$ cat config.mk
export PLATFORM = sky130hd
export DESIGN_NAME = psfl_ctrl
export DESIGN_NICKNAME = d
export VERILOG_FILES = /design/src/hdl/psfl_pkg.sv /design/src/hdl/psfl_ctrl.sv
export SDC_FILE = /design/constraint.sdc
export NUM_CORES = 1
export LEC_CHECK = 0
export BUFFER_PORTS_ARGS = -buffer_cell sky130_fd_sc_hd__buf_2
export CORE_MARGIN = 2
export CORE_UTILIZATION = 48
export DETAILED_ROUTE_END_ITERATION = 16
export PLACE_DENSITY = 0.86
export SKIP_CTS_REPAIR_TIMING = 1
export SLEW_MARGIN = 20
export SYNTH_ARGS = -nofsm -noshare
export SYNTH_HDL_FRONTEND = slang
export SYNTH_SLANG_ARGS = --single-unit
$ cat constraint.sdc
create_clock -name aclk -period 4.4 [get_ports aclk]
set_clock_uncertainty 0.1 [all_clocks]
set_input_delay 0.22 -clock aclk [delete_from_list [all_inputs] [get_ports aclk]]
set_output_delay 0.22 -clock aclk [all_outputs]
set_load 0.05 [all_outputs]
$ cat src/hdl/psfl_pkg.sv
package psfl_pkg;

    localparam int ADDR_W    = 32;
    localparam int CMD_W     = 2;
    localparam int STATUS_W  = 2;
    localparam int CFG_IDX_W = 1;

    typedef logic [ADDR_W-1:0]   addr_t;
    typedef logic [CMD_W-1:0]    cmd_t;
    typedef logic [STATUS_W-1:0] status_t;
    typedef logic [CFG_IDX_W-1:0] cfg_idx_t;

    // Command codes.
    localparam cmd_t CMD_FREE_PAGE  = 2'd0;
    localparam cmd_t CMD_ALLOC_PAGE = 2'd1;
    localparam cmd_t CMD_FREE_SLAB  = 2'd2;
    localparam cmd_t CMD_ALLOC_SLAB = 2'd3;

    // Status codes.
    localparam status_t ST_OK        = 2'd0;
    localparam status_t ST_BAD_PAGE  = 2'd1;
    localparam status_t ST_NO_MEMORY = 2'd2;
    localparam status_t ST_FULL      = 2'd3;

    // Configuration register indexes.
    localparam cfg_idx_t REG_KERNEL_END = 1'b0;
    localparam cfg_idx_t REG_MEMORY_TOP = 1'b1;

    localparam addr_t KERNEL_END_RESET = 32'h8040_0000;
    localparam addr_t MEMORY_TOP_RESET = 32'h8E00_0000;

    localparam int DEF_PAGE_DEPTH = 65536;
    localparam int DEF_SLAB_DEPTH = 1024;
    localparam int DEF_PAGE_BYTES = 4096;
    localparam int DEF_SLAB_BYTES = 32;

endpackage

$ cat src/hdl/psfl_ctrl.sv
module psfl_ctrl #(
    parameter int PAGE_DEPTH = 65536,
    parameter int SLAB_DEPTH = 1024,
    parameter int PAGE_BYTES = 4096,
    parameter int SLAB_BYTES = 32,
    localparam int PAW = $clog2(PAGE_DEPTH),
    localparam int SAW = $clog2(SLAB_DEPTH),
    localparam int PCW = $clog2(PAGE_DEPTH + 1),
    localparam int SCW = $clog2(SLAB_DEPTH + 1),
    localparam int PEW = psfl_pkg::ADDR_W - $clog2(PAGE_BYTES),
    localparam int SEW = psfl_pkg::ADDR_W - $clog2(SLAB_BYTES)
) (
    input  logic              aclk,
    input  logic              aresetn,
    input  psfl_pkg::addr_t   kernel_end,
    input  psfl_pkg::addr_t   memory_top,
    input  logic              s_valid,
    output logic              s_ready,
    input  psfl_pkg::cmd_t    s_command,
    input  psfl_pkg::addr_t   s_address,
    output logic              m_valid,
    input  logic              m_ready,
    output psfl_pkg::status_t m_status,
    output psfl_pkg::addr_t   m_granted_address,
    output logic [PCW-1:0]    m_free_pages,
    output logic [SCW-1:0]    m_free_slabs,
    output logic              page_wr_en,
    output logic [PAW-1:0]    page_wr_addr,
    output logic [PEW-1:0]    page_wr_data,
    output logic              page_rd_en,
    output logic [PAW-1:0]    page_rd_addr,
    input  logic [PEW-1:0]    page_rd_data,
    output logic              slab_wr_en,
    output logic [SAW-1:0]    slab_wr_addr,
    output logic [SEW-1:0]    slab_wr_data,
    output logic              slab_rd_en,
    output logic [SAW-1:0]    slab_rd_addr,
    input  logic [SEW-1:0]    slab_rd_data
);

    import psfl_pkg::*;

    localparam int PBL        = $clog2(PAGE_BYTES);
    localparam int SBL        = $clog2(SLAB_BYTES);
    localparam int CARVE_RAW  = PAGE_BYTES / SLAB_BYTES;
    localparam int CARVE_N    = (CARVE_RAW > SLAB_DEPTH) ? SLAB_DEPTH : CARVE_RAW;
    localparam int CARVE_LAST = (CARVE_N > 0) ? CARVE_N - 1 : 0;
    localparam logic [ADDR_W-1:0] LAST_OFF = ADDR_W'(CARVE_LAST * SLAB_BYTES);

    localparam logic [1:0] S_IDLE = 2'd0;
    localparam logic [1:0] S_EXEC = 2'd1;
    localparam logic [1:0] S_FILL = 2'd2;

    logic [1:0]     state_reg, state_next;
    cmd_t           cmd_reg, cmd_next;
    addr_t          addr_reg, addr_next;
    logic [PCW-1:0] page_count_reg, page_count_next;
    logic [SCW-1:0] slab_count_reg, slab_count_next;
    logic [SAW-1:0] fill_idx_reg, fill_idx_next;
    addr_t          base_reg, base_next;
    logic           m_valid_reg, m_valid_next;
    status_t        m_status_reg, m_status_next;
    addr_t          m_grant_reg, m_grant_next;
    logic [PCW-1:0] m_pages_reg, m_pages_next;
    logic [SCW-1:0] m_slabs_reg, m_slabs_next;

    logic           accept;
    logic           out_free;
    logic           bad_page;
    logic           emit;
    status_t        res_status;
    addr_t          res_grant;
    logic [PCW-1:0] page_dec;
    logic [SCW-1:0] slab_dec;

    assign s_ready  = (state_reg == S_IDLE);
    assign accept   = s_valid && s_ready;
    assign out_free = !m_valid_reg || m_ready;
    assign page_dec = page_count_reg - 1'b1;
    assign slab_dec = slab_count_reg - 1'b1;

    // Pops read the top entry in the cycle the command is taken.
    assign page_rd_en   = accept;
    assign page_rd_addr = page_dec[PAW-1:0];
    assign slab_rd_en   = accept;
    assign slab_rd_addr = slab_dec[SAW-1:0];

    assign bad_page = (addr_reg[PBL-1:0] != '0) || (addr_reg < kernel_end) ||
                      (addr_reg >= memory_top);

    assign page_wr_addr = page_count_reg[PAW-1:0];
    assign page_wr_data = addr_reg[ADDR_W-1:PBL];

    always_comb begin
        state_next      = state_reg;
        cmd_next        = cmd_reg;
        addr_next       = addr_reg;
        page_count_next = page_count_reg;
        slab_count_next = slab_count_reg;
        fill_idx_next   = fill_idx_reg;
        base_next       = base_reg;
        m_valid_next    = m_valid_reg && !m_ready;
        m_status_next   = m_status_reg;
        m_grant_next    = m_grant_reg;
        m_pages_next    = m_pages_reg;
        m_slabs_next    = m_slabs_reg;
        emit            = 1'b0;
        res_status      = ST_OK;
        res_grant       = '0;
        page_wr_en      = 1'b0;
        slab_wr_en      = 1'b0;
        slab_wr_addr    = slab_count_reg[SAW-1:0];
        slab_wr_data    = addr_reg[ADDR_W-1:SBL];

        unique case (state_reg)
            S_IDLE: begin
                if (accept) begin
                    cmd_next   = s_command;
                    addr_next  = s_address;
                    state_next = S_EXEC;
                end
            end
            S_EXEC: begin
                if (out_free) begin
                    emit = 1'b1;
                    unique case (cmd_reg)
                        CMD_FREE_PAGE: begin
                            if (bad_page) begin
                                res_status = ST_BAD_PAGE;
                            end else if (page_count_reg == PCW'(PAGE_DEPTH)) begin
                                res_status = ST_FULL;
                            end else begin
                                page_wr_en      = 1'b1;
                                page_count_next = page_count_reg + 1'b1;
                            end
                        end
                        CMD_ALLOC_PAGE: begin
                            if (page_count_reg == '0) begin
                                res_status = ST_NO_MEMORY;
                            end else begin
                                page_count_next = page_dec;
                                res_grant       = {page_rd_data, {PBL{1'b0}}};
                            end
                        end
                        CMD_FREE_SLAB: begin
                            if (slab_count_reg == SCW'(SLAB_DEPTH)) begin
                                res_status = ST_FULL;
                            end else begin
                                slab_wr_en      = 1'b1;
                                slab_count_next = slab_count_reg + 1'b1;
                            end
                        end
                        CMD_ALLOC_SLAB: begin
                            if (slab_count_reg != '0) begin
                                slab_count_next = slab_dec;
                                res_grant       = {slab_rd_data, {SBL{1'b0}}};
                            end else if (page_count_reg == '0) begin
                                res_status = ST_NO_MEMORY;
                            end else if (CARVE_N == 0) begin
                                // The page is consumed but yields no slab.
                                page_count_next = page_dec;
                                res_status      = ST_NO_MEMORY;
                            end else begin
                                page_count_next = page_dec;
                                base_next       = {page_rd_data, {PBL{1'b0}}};
                                fill_idx_next   = '0;
                                emit            = 1'b0;
                                state_next      = S_FILL;
                            end
                        end
                        default: begin
                            res_status = ST_OK;
                        end
                    endcase
                    if (emit) begin
                        state_next = S_IDLE;
                    end
                end
            end
            S_FILL: begin
                // Carve the popped page into slabs, lowest address first. The
                // last slab is granted at once, so its entry is left above the count.
                slab_wr_en   = 1'b1;
                slab_wr_addr = fill_idx_reg;
                slab_wr_data = base_reg[ADDR_W-1:SBL] + SEW'(fill_idx_reg);
                if (fill_idx_reg == SAW'(CARVE_LAST)) begin
                    if (out_free) begin
                        emit            = 1'b1;
                        res_grant       = base_reg + LAST_OFF;
                        slab_count_next = SCW'(CARVE_LAST);
                        state_next      = S_IDLE;
                    end
                end else begin
                    fill_idx_next = fill_idx_reg + 1'b1;
                end
            end
            default: begin
                state_next = S_IDLE;
            end
        endcase

        if (emit) begin
            m_valid_next  = 1'b1;
            m_status_next = res_status;
            m_grant_next  = res_grant;
            m_pages_next  = page_count_next;
            m_slabs_next  = slab_count_next;
        end
    end

    always_ff @(posedge aclk) begin
        if (!aresetn) begin
            state_reg      <= S_IDLE;
            page_count_reg <= '0;
            slab_count_reg <= '0;
            m_valid_reg    <= 1'b0;
        end else begin
            state_reg      <= state_next;
            page_count_reg <= page_count_next;
            slab_count_reg <= slab_count_next;
            m_valid_reg    <= m_valid_next;
        end
    end

    always_ff @(posedge aclk) begin
        cmd_reg      <= cmd_next;
        addr_reg     <= addr_next;
        fill_idx_reg <= fill_idx_next;
        base_reg     <= base_next;
        m_status_reg <= m_status_next;
        m_grant_reg  <= m_grant_next;
        m_pages_reg  <= m_pages_next;
        m_slabs_reg  <= m_slabs_next;
    end

    assign m_valid           = m_valid_reg;
    assign m_status          = m_status_reg;
    assign m_granted_address = m_grant_reg;
    assign m_free_pages      = m_pages_reg;
    assign m_free_slabs      = m_slabs_reg;

endmodule

Word level (Yosys, flattened, before mapping)
Cells that the tools add are included.
{ "totals": {"reg_bits": 157, "latchBits": 0, "mem_bits_rw": 0, "romBits": 0, "wordCells": 123, "memories": 0} }
{ "op_classes": {"addsub": 7, "mul": 0, "div": 0, "n_lt_le_gt_ge": 2, "eq_ne": 19, "shifts": 0, "n_mux": 63, "bitwise_logic": 2, "n_reduce_logical": 18} }
{ "op_table": {"columns": ["operator", "n"], "rows": [
  ["32-bit two-way mux", 5],
  ["32-bit case mux with 2 select lines", 2],
  ["17-bit two-way mux", 6],
  ["10-bit two-way mux", 6],
  ["11-bit two-way mux", 5],
  ["17-bit case mux with 3 select lines", 1],
  ["11-bit case mux with 2 select lines", 2],
  ["32-bit by 12-bit adder with 32-bit output (second input constant)", 1],
  ["32-bit >= comparator", 1],
  ["32-bit less-than comparator", 1],
  ["27-bit by 10-bit adder with 27-bit output", 1],
  ["27-bit two-way mux", 1],
  ["2-bit two-way mux", 13],
  ["10-bit case mux with 2 select lines", 1],
  ["17-bit by 1-bit adder with 17-bit output (second input constant)", 1],
  ["17-bit == test (second input constant)", 1],
  ["17-bit logical NOT", 1],
  ["1-bit two-way mux", 17],
  ["17-bit by 1-bit subtractor with 17-bit output (second input constant)", 1],
  ["2-bit inequality test (second input constant)", 6],
  ["12-bit nonzero test", 1],
  ["11-bit by 1-bit adder with 11-bit output (second input constant)", 1],
  ["11-bit == test (second input constant)", 1],
  ["11-bit nonzero test", 1],
  ["other kinds (21)", 34]
]} }

Logic depth before layout (Yosys ltp)
Gate-level depths: netlist of run 1.
{ "logic_depth": {"word_depth": 9, "ltp_mapped": 11} }

Worst setup path before layout of run 1
OpenSTA, ideal clock, no wires.
{ "synth_timing": {"kind": "reg2reg", "start": "reg page_count_reg[5]", "end": "reg m_pages_reg[0], in the netlist m_free_pages[0], enable pin", "arrival_ns": 4.151, "setup_slack_ns": -0.325, "stages_incl_launch_ff": 8, "path_buffers": 1, "synth_period_minus_slack_ns": 4.725, "cell_sequence": "dfxtp_1 buf_2 or4_1 nor3_1 and4_1 a2111oi_1 o21a_1 nor2_1"} }
{ "synth_via": {"elab_chain_len": 8} }
{ "synth_rtl": {"columns": ["element", "line_no", "rtl"], "rows": [
  ["start, declared", "psfl_ctrl.sv:57", "logic [PCW-1:0] page_count_reg, page_count_next;"],
  ["start signal, assigned", "psfl_ctrl.sv:219", "page_count_reg <= page_count_next;"],
  ["17-bit logical NOT", "psfl_ctrl.sv:157", "end else if (page_count_reg == '0) begin"],
  ["1-bit two-way mux", "psfl_ctrl.sv:157", null],
  ["1-bit two-way mux", "psfl_ctrl.sv:154", "if (slab_count_reg != '0) begin"],
  ["1-bit two-way mux", "psfl_ctrl.sv:126", "unique case (cmd_reg)"],
  ["1-bit two-way mux", "psfl_ctrl.sv:124", "if (out_free) begin"],
  ["1-bit two-way mux", "psfl_ctrl.sv:115", "unique case (state_reg)"],
  ["1-bit two-way mux", "psfl_ctrl.sv:124", null],
  ["1-bit case mux with 2 select lines", "psfl_ctrl.sv:115", null],
  ["via emit", "psfl_ctrl.sv:70", "logic emit;"],
  ["end signal, assigned", "psfl_ctrl.sv:232", "m_pages_reg <= m_pages_next;"],
  ["end, declared", "psfl_ctrl.sv:64", "logic [PCW-1:0] m_pages_reg, m_pages_next;"]
]} }
The timed path passes the listed nets, and every way through them passes these cells. The select of a mux whose other input is x is not followed.
A chain may end at the register's enable or synchronous reset.

Final worst setup path of run 1
{ "layout_timing": {"start": "reg addr_reg[25]", "end": "out page_wr_en"} }
{ "layout_via": {"elab_chain_len": 7, "word_cells_on_any_way": 8, "classes_between": "2 x order compare; 4 x mux; 2 x reduce/logical"} }
{ "layout_rtl": {"columns": ["element", "line_no", "rtl"], "rows": [
  ["start, declared", "psfl_ctrl.sv:56", "addr_t addr_reg, addr_next;"],
  ["start signal, assigned", "psfl_ctrl.sv:227", "addr_reg <= addr_next;"],
  ["32-bit less-than comparator", "psfl_ctrl.sv:88", "assign bad_page = (addr_reg[PBL-1:0] != '0) || (addr_reg < kernel_end) ||"],
  ["1-bit logical OR", "psfl_ctrl.sv:88", null],
  ["1-bit logical OR (*)", "psfl_ctrl.sv:88", null],
  ["1-bit two-way mux (*)", "psfl_ctrl.sv:128", "if (bad_page) begin"],
  ["1-bit two-way mux (*)", "psfl_ctrl.sv:126", null],
  ["1-bit two-way mux (*)", "psfl_ctrl.sv:124", null],
  ["1-bit two-way mux (*)", "psfl_ctrl.sv:115", null],
  ["end, declared", "psfl_ctrl.sv:27", "output logic page_wr_en,"]
]} }
Mark *: on every way between the ends. The rest lies on a longest branch, timed or not.

==> results.cfg, run 1 <==
[status]
status = finished clean

[synthesis]
yosysMostFrequentCell = edfxtp_1
ys_seq_area_share_pct = 41.1
synth.top_cells.by_count = edfxtp_1, nand2_1, inv_1
synth_flop_cell = edfxtp_1
ys_ff_latch = 152
yosysTopAreaCellShare_pct = 35.1
syn_area_per_cell_um2 = 9.15
synth.area.top_cells = edfxtp_1, ha_1, dfxtp_1, nand2_1, inv_1
synth_edf_count = 121
synthArstFlopShare_pct = 0
ys_types = 80
yosys_warnings = 0
synthCells = 1132
synth_top_area_cell = edfxtp_1
syn_area_um2 = 10400

[detailed_routing]
drt_first_pass_iters = 5
drc_errors = 0
drt-wirelength-per-cell_um = 19.8
vias = 10100
totalWireLength_mm = 34.3
vias_per_cell = 5.82
ant_nets = 0
drt_iter0_markers = 1022

[min_path]
hp-start = slab_rd_data[18]
hold_path_class = in2reg

[timing]
rsz0062_at_grt = false
min_period_ps = 3980
hold_viol = 0
drv_slew = 0
finalSetupTns_ps = 0
period_share_pct = 90.4
relSlewSlack_pct = 39.4
finalSetupViolations = 0
setup_ws_ps = 421
worst_pin_slew_ps = 908
max_freq_ghz = 0.251

[finish]
seqCellArea_um2 = 4250
design_area_um2 = 13000
fin_cells = 1732
area_growth_pct = 25.6
multi_input_area_um2 = 5250
nFillCells = 1747
final_layout_size_suffix_gt1_share_pct = 25.6
largest_register_ffs = 32
nNetsFinal = 1667

[placed_design]
finalWeightedCongestion = 1.00
portBuffers = 310
placed_cells = 1636
dpl-instance-area_um2 = 11800
place_ws_ps = 822
hpwl_mm = 25.2

[grt]
antenna_found_initial = 3
gr-usage-all-layers_pct = 28.7
globalRouteOverflowTotal = 0
grt_pass1_wl_mm = 50.0
grt_pass1_vias = 9218
grt_start_max_net_pins = 76

[clock_tree]
cts_root_buffer = clkbuf_16
clockBufferDepth = 2
cts_tree = yes
clock_latency_ps = 430
clock_sinks = 152
clk_pin_slew_worst_paths_ps = 70
h-tree-depth = 4
cts_buffers = 17

[die]
die_h_um = 151
initial_core_util_pct = 49.1
pin_count = 316
die-width_um = 151
core_um2 = 21100
rows = 53
die_area_um2 = 22800

[pwr]
powerDensity_nw_per_um2 = 417
leakagePower_nw = 5.77
ir_drop_mv = 0.316
power_mw = 5.42

[setup_path]
worstPathArrival_ps = 3660
worstSetupStartpoint = addr_reg[25]
worst-r2r-setup-slack_ps = 730
cp-end-kind = output pin
cp_max_fo = 19
start_kind = flop
criticalPathCategory = reg2out
cp.required_ps = 4080
r2r_start = addr_reg[25]

[flow_run]
drv_cap = 0
[power breakdown]
part / switching (mW) / internal [mW] / total (mW)
sequential: 0.125 / 1.71 / 1.84
clock: 0.618 / 0.777 / 1.40
combinational: 1.61 / 0.577 / 2.19
total: 2.36 / 3.07 / 5.42
[placed cells by master, fill, tap and decap left out, types with 7 or more instances in the layout]
cell type,n
nand2_1,119
nor2b_1,13
buf_2,310
o21a_1,9
xor2_1,25
edfxtp_1,121
nor4_1,7
or3_1,8
and4_1,11
a22oi_1,22
dfxtp_1,31
clkbuf_16,17
nor2_1,79
a31oi_1,8
a211oi_1,9
nand3_1,36
inv_1,94
o21ai_0,59
and3_1,16
a21o_1,12
dlygate4sd3_1,62
ha_1,74
buf_4,8
nor3_1,22
nand4_1,27
xnor2_1,26
and2_1,30
a21oi_1,68
[per-layer routing]
metal / part of all wire, % / vias up / GRT usage (%)
met5: 0.038 / - / 0
met4: 3.3 / 2 / 12.8
met3: 9.2 / 85 / 5.81
met1: 38 / 4718 / 36.6
li1: - / 4663 / -
met2: 49 / 619 / 47.5
[worst max-delay path: stages (launching register included)]
cell and delay [ps]:
edfxtp_1 450, ha_1 340, a21oi_1 160, nor2_1 60, a211oi_1 330, o2111ai_1 450, a21oi_2 790, nand3_1 200
nor2_1 170, buf_2 280
[through the flow]
| stage | utilization (%) | hold WS (ps) |
|---|---|---|
| after floorplan | - | 219 |
| after global placement | 56.1 | 296 |
| after detailed placement | 56.1 | 298 |
| after CTS | 58.7 | -153 |
| after global routing | 61.7 | 87.2 |
| final | 61.7 | 75.6 |
[cell families (layout without fill, tap and decap cells)]
| group | after synthesis | in the layout | synth area share, % |
|---|---|---|---|
| AO/OA/AOI/OAI | 255 | 255 | 16.3 |
| XOR/XNOR | 51 | 51 | 4.31 |
| adder cells (fa/ha/maj) | 76 | 76 | 9.25 |
| buffers and inverters | 188 | 507 | 8.49 |
| flip-flops | 152 | 152 | 41.1 |
| multiplexers | 7 | 7 | 0.737 |
| other | 1 | 7 | 0.0362 |
| AND/OR/NAND/NOR | 402 | 402 | 19.8 |
[final cells by class]
cell class | instances | share of cell area, %
antenna | 2 | 0.0385
tap | 275 | 2.64
clock buffer | 17 | 3.27
timing repair buffer | 381 | 17.3
multi-input combinational | 796 | 40.4
clock inverter | 15 | 0.971
sequential | 152 | 32.7
inverter | 94 | 2.71
[final timing paths]
kind / end / cells past startpoint
max: page_wr_en / 9
min: m_granted_address[23] / 3
max reg2reg: m_free_pages[14] / 9
min reg2reg: state_reg[0] / 2
No activity file was read; power rests on OpenSTA's default activity.
==> run 2: changes to the inputs <==
--- a/config.mk
+++ b/config.mk
@@ -5,6 +5,7 @@
 export SDC_FILE = /design/constraint.sdc
 export NUM_CORES = 1
 export LEC_CHECK = 0
+export ABC_AREA = 1
 export BUFFER_PORTS_ARGS = -buffer_cell sky130_fd_sc_hd__buf_2
 export CORE_MARGIN = 2
 export CORE_UTILIZATION = 48
==> results.cfg, run 2 <==
[status]
status = complete, but fails checks
failed_checks = negative hold slack

[finish]
area_growth_pct = 25.0
fin_cells = 1923
antenna_cells = 0
largest_register_ffs = 32
layout_common_cells = buf_2, nand2_1, inv_1, edfxtp_1, nand3_1
nFillCells = 1932
nNetsFinal = 1855
final_layout_size_suffix_gt1_share_pct = 24.6
layout.cells.most_common = buf_2

[synthesis]
ys_seq_area_share_pct = 39.9
ys_ff_latch = 152
synth_flop_cell = edfxtp_1
yosysMostFrequentCell = nand2_1
synthCells = 1317
synth.top_cells.by_count = nand2_1, inv_1, edfxtp_1
syn_area_per_cell_um2 = 8.09
synth_edf_count = 121
synthArstFlopShare_pct = 0
yosys_warnings = 0
synth_top_area_cell = edfxtp_1
syn_area_um2 = 10700
ys_types = 52
synth.area.top_cells = edfxtp_1, nand2_1, ha_1, inv_1, dfxtp_1
yosysTopAreaCellShare_pct = 34.1

[timing]
max_freq_ghz = 0.243
period_share_pct = 93.3
holdWs_ps = -14.2
drv_slew = 0
rsz0062_at_grt = false
finalSetupTns_ps = 0
finalSetupViolations = 0
min_period_ps = 4110
hold_viol = 5
relSlewSlack_pct = 25.1
worst_pin_slew_ps = 1120

[die]
pin_count = 316
die-width_um = 153
die_h_um = 153
initial_core_util_pct = 48.8
rows = 54
die_area_um2 = 23400
core_um2 = 21800

[clock_tree]
clock_latency_ps = 430
clk_pin_slew_worst_paths_ps = 80
cts_root_buffer = clkbuf_16
clock_sinks = 152
cts_buffers = 17
cts_tree = yes
clockBufferDepth = 2
h-tree-depth = 4

[grt]
antenna_found_initial = 0
grt_pass1_vias = 10100
gr-usage-all-layers_pct = 29.1
grt_start_max_net_pins = 37
globalRouteOverflowTotal = 0
grt_pass1_wl_mm = 54.0

[flow_run]
drv_cap = 0

[pwr]
ir_drop_mv = 0.308
comb_power_share_pct = 40.4
power.switching_mw = 2.55
clockPowerShare_pct = 26.9
leakagePower_nw = 6.58
cell_internal_pwr_mw = 3.10
netSwitchingFraction_pct = 45.2
powerDensity_nw_per_um2 = 424
pwr-share-seq_pct = 32.7

[min_path]
hold_path_class = in2reg

[setup_path]
criticalPathCategory = reg2out
start_kind = flop
worstPathArrival_ps = 3790
cp-end-kind = output pin
cp.required_ps = 4080
cp_max_fo = 18

[placed_design]
finalWeightedCongestion = 0.960
hpwl_mm = 26.9
placed_cells = 1836
portBuffers = 310

[detailed_routing]
drt_first_pass_iters = 5
totalWireLength_mm = 36.1
drt-wirelength-per-cell_um = 18.8
drc_errors = 0
drt_iter0_markers = 874
vias_per_cell = 5.50
ant_nets = 0
vias = 10600
## run 2: cell count changes after synthesis, moves of 18 or more
cell     previous run  this run
a22oi_1            22         4
xnor2_1            26         4
inv_1              94       196
and2_1             31         6
nand3_1            36        97
nand2_1           119       263
xor2_1             25        50
## run 2: layout make-up
type | count | area [µm²] | area share, %
clock buffer | 17 | 425 | 3.19
clock inverter | 15 | 178 | 1.33
inverter | 203 | 762 | 5.72
multi-input combinational | 873 | 5120 | 38.4
sequential | 152 | 4250 | 31.9
tap | 280 | 350 | 2.63
timing repair buffer | 383 | 2240 | 16.8
## run 2: critical path, cell delays in order (launching register included)
cell,delay [ps]
edfxtp_1,450
ha_1,330
a21oi_1,160
nor2_1,60
nor3_2,110
nand2_1,80
nand2_1,60
nand2_1,90
a21oi_2,780
nand3_4,390
inv_1,170
nand2_1,90
nor4_2,240
buf_2,340
## run 2: layer usage
layer	wire length [µm]	GRT usage (%)	share of wire (%)
met2	17800	50.8	49
met3	2730	5.10	7.6
met5	0	0	0
met1	14400	36.8	40
met4	1080	9.22	3.0
## run 2: power groups by stage
stage          logic (mW)  clock network (mW)  registers (mW)
2_1_floorplan        1.47                   0            2.08
3_3_place_gp         2.19                   0            1.87
3_5_place_dp         2.22                   0            1.87
4_1_cts              2.23                1.54            1.84
5_1_grt              2.43                1.60            1.86
6_report             2.28                1.52            1.85
## run 2: stage by stage
stage / setup WS [ps] / util, % / cell area [µm²] / hold slack [ps] / power (mW)
finish: 293 / 61.1 / 13300 / -14.2 / 5.65
detailed placement: 683 / 55.8 / 12200 / 298 / 4.10
global route: 119 / 61.1 / 13300 / 0.303 / 5.90
floorplan: 655 / - / 10700 / 219 / 3.55
CTS: 215 / 58.5 / 12800 / -152 / 5.61
global placement: 849 / 55.8 / 12200 / 298 / 4.06
## run 2: worst paths after layout
check	slack (ps)	end	startpoint	depth (start not counted)
setup / recovery	290	page_wr_en	addr_reg[5]	13
hold / removal	-10	m_granted_address[5]	slab_rd_data[0]	3
setup reg to reg	820	m_free_pages[2]	state_reg[1]	11
hold reg to reg	400	state_reg[0]	state_reg[0]	2
## run 2: cells by family (layout without fill, tap and decap cells)
kind of cell | after synthesis | in the layout | synth area share [%]
simple gates | 543 | 543 | 22.7
buf+inv | 296 | 618 | 12.5
compound gates | 195 | 195 | 11.4
flops | 152 | 152 | 39.9
fa+ha+maj | 76 | 76 | 8.99
xor+xnor | 54 | 54 | 4.44
other cells | 1 | 5 | 0.0352
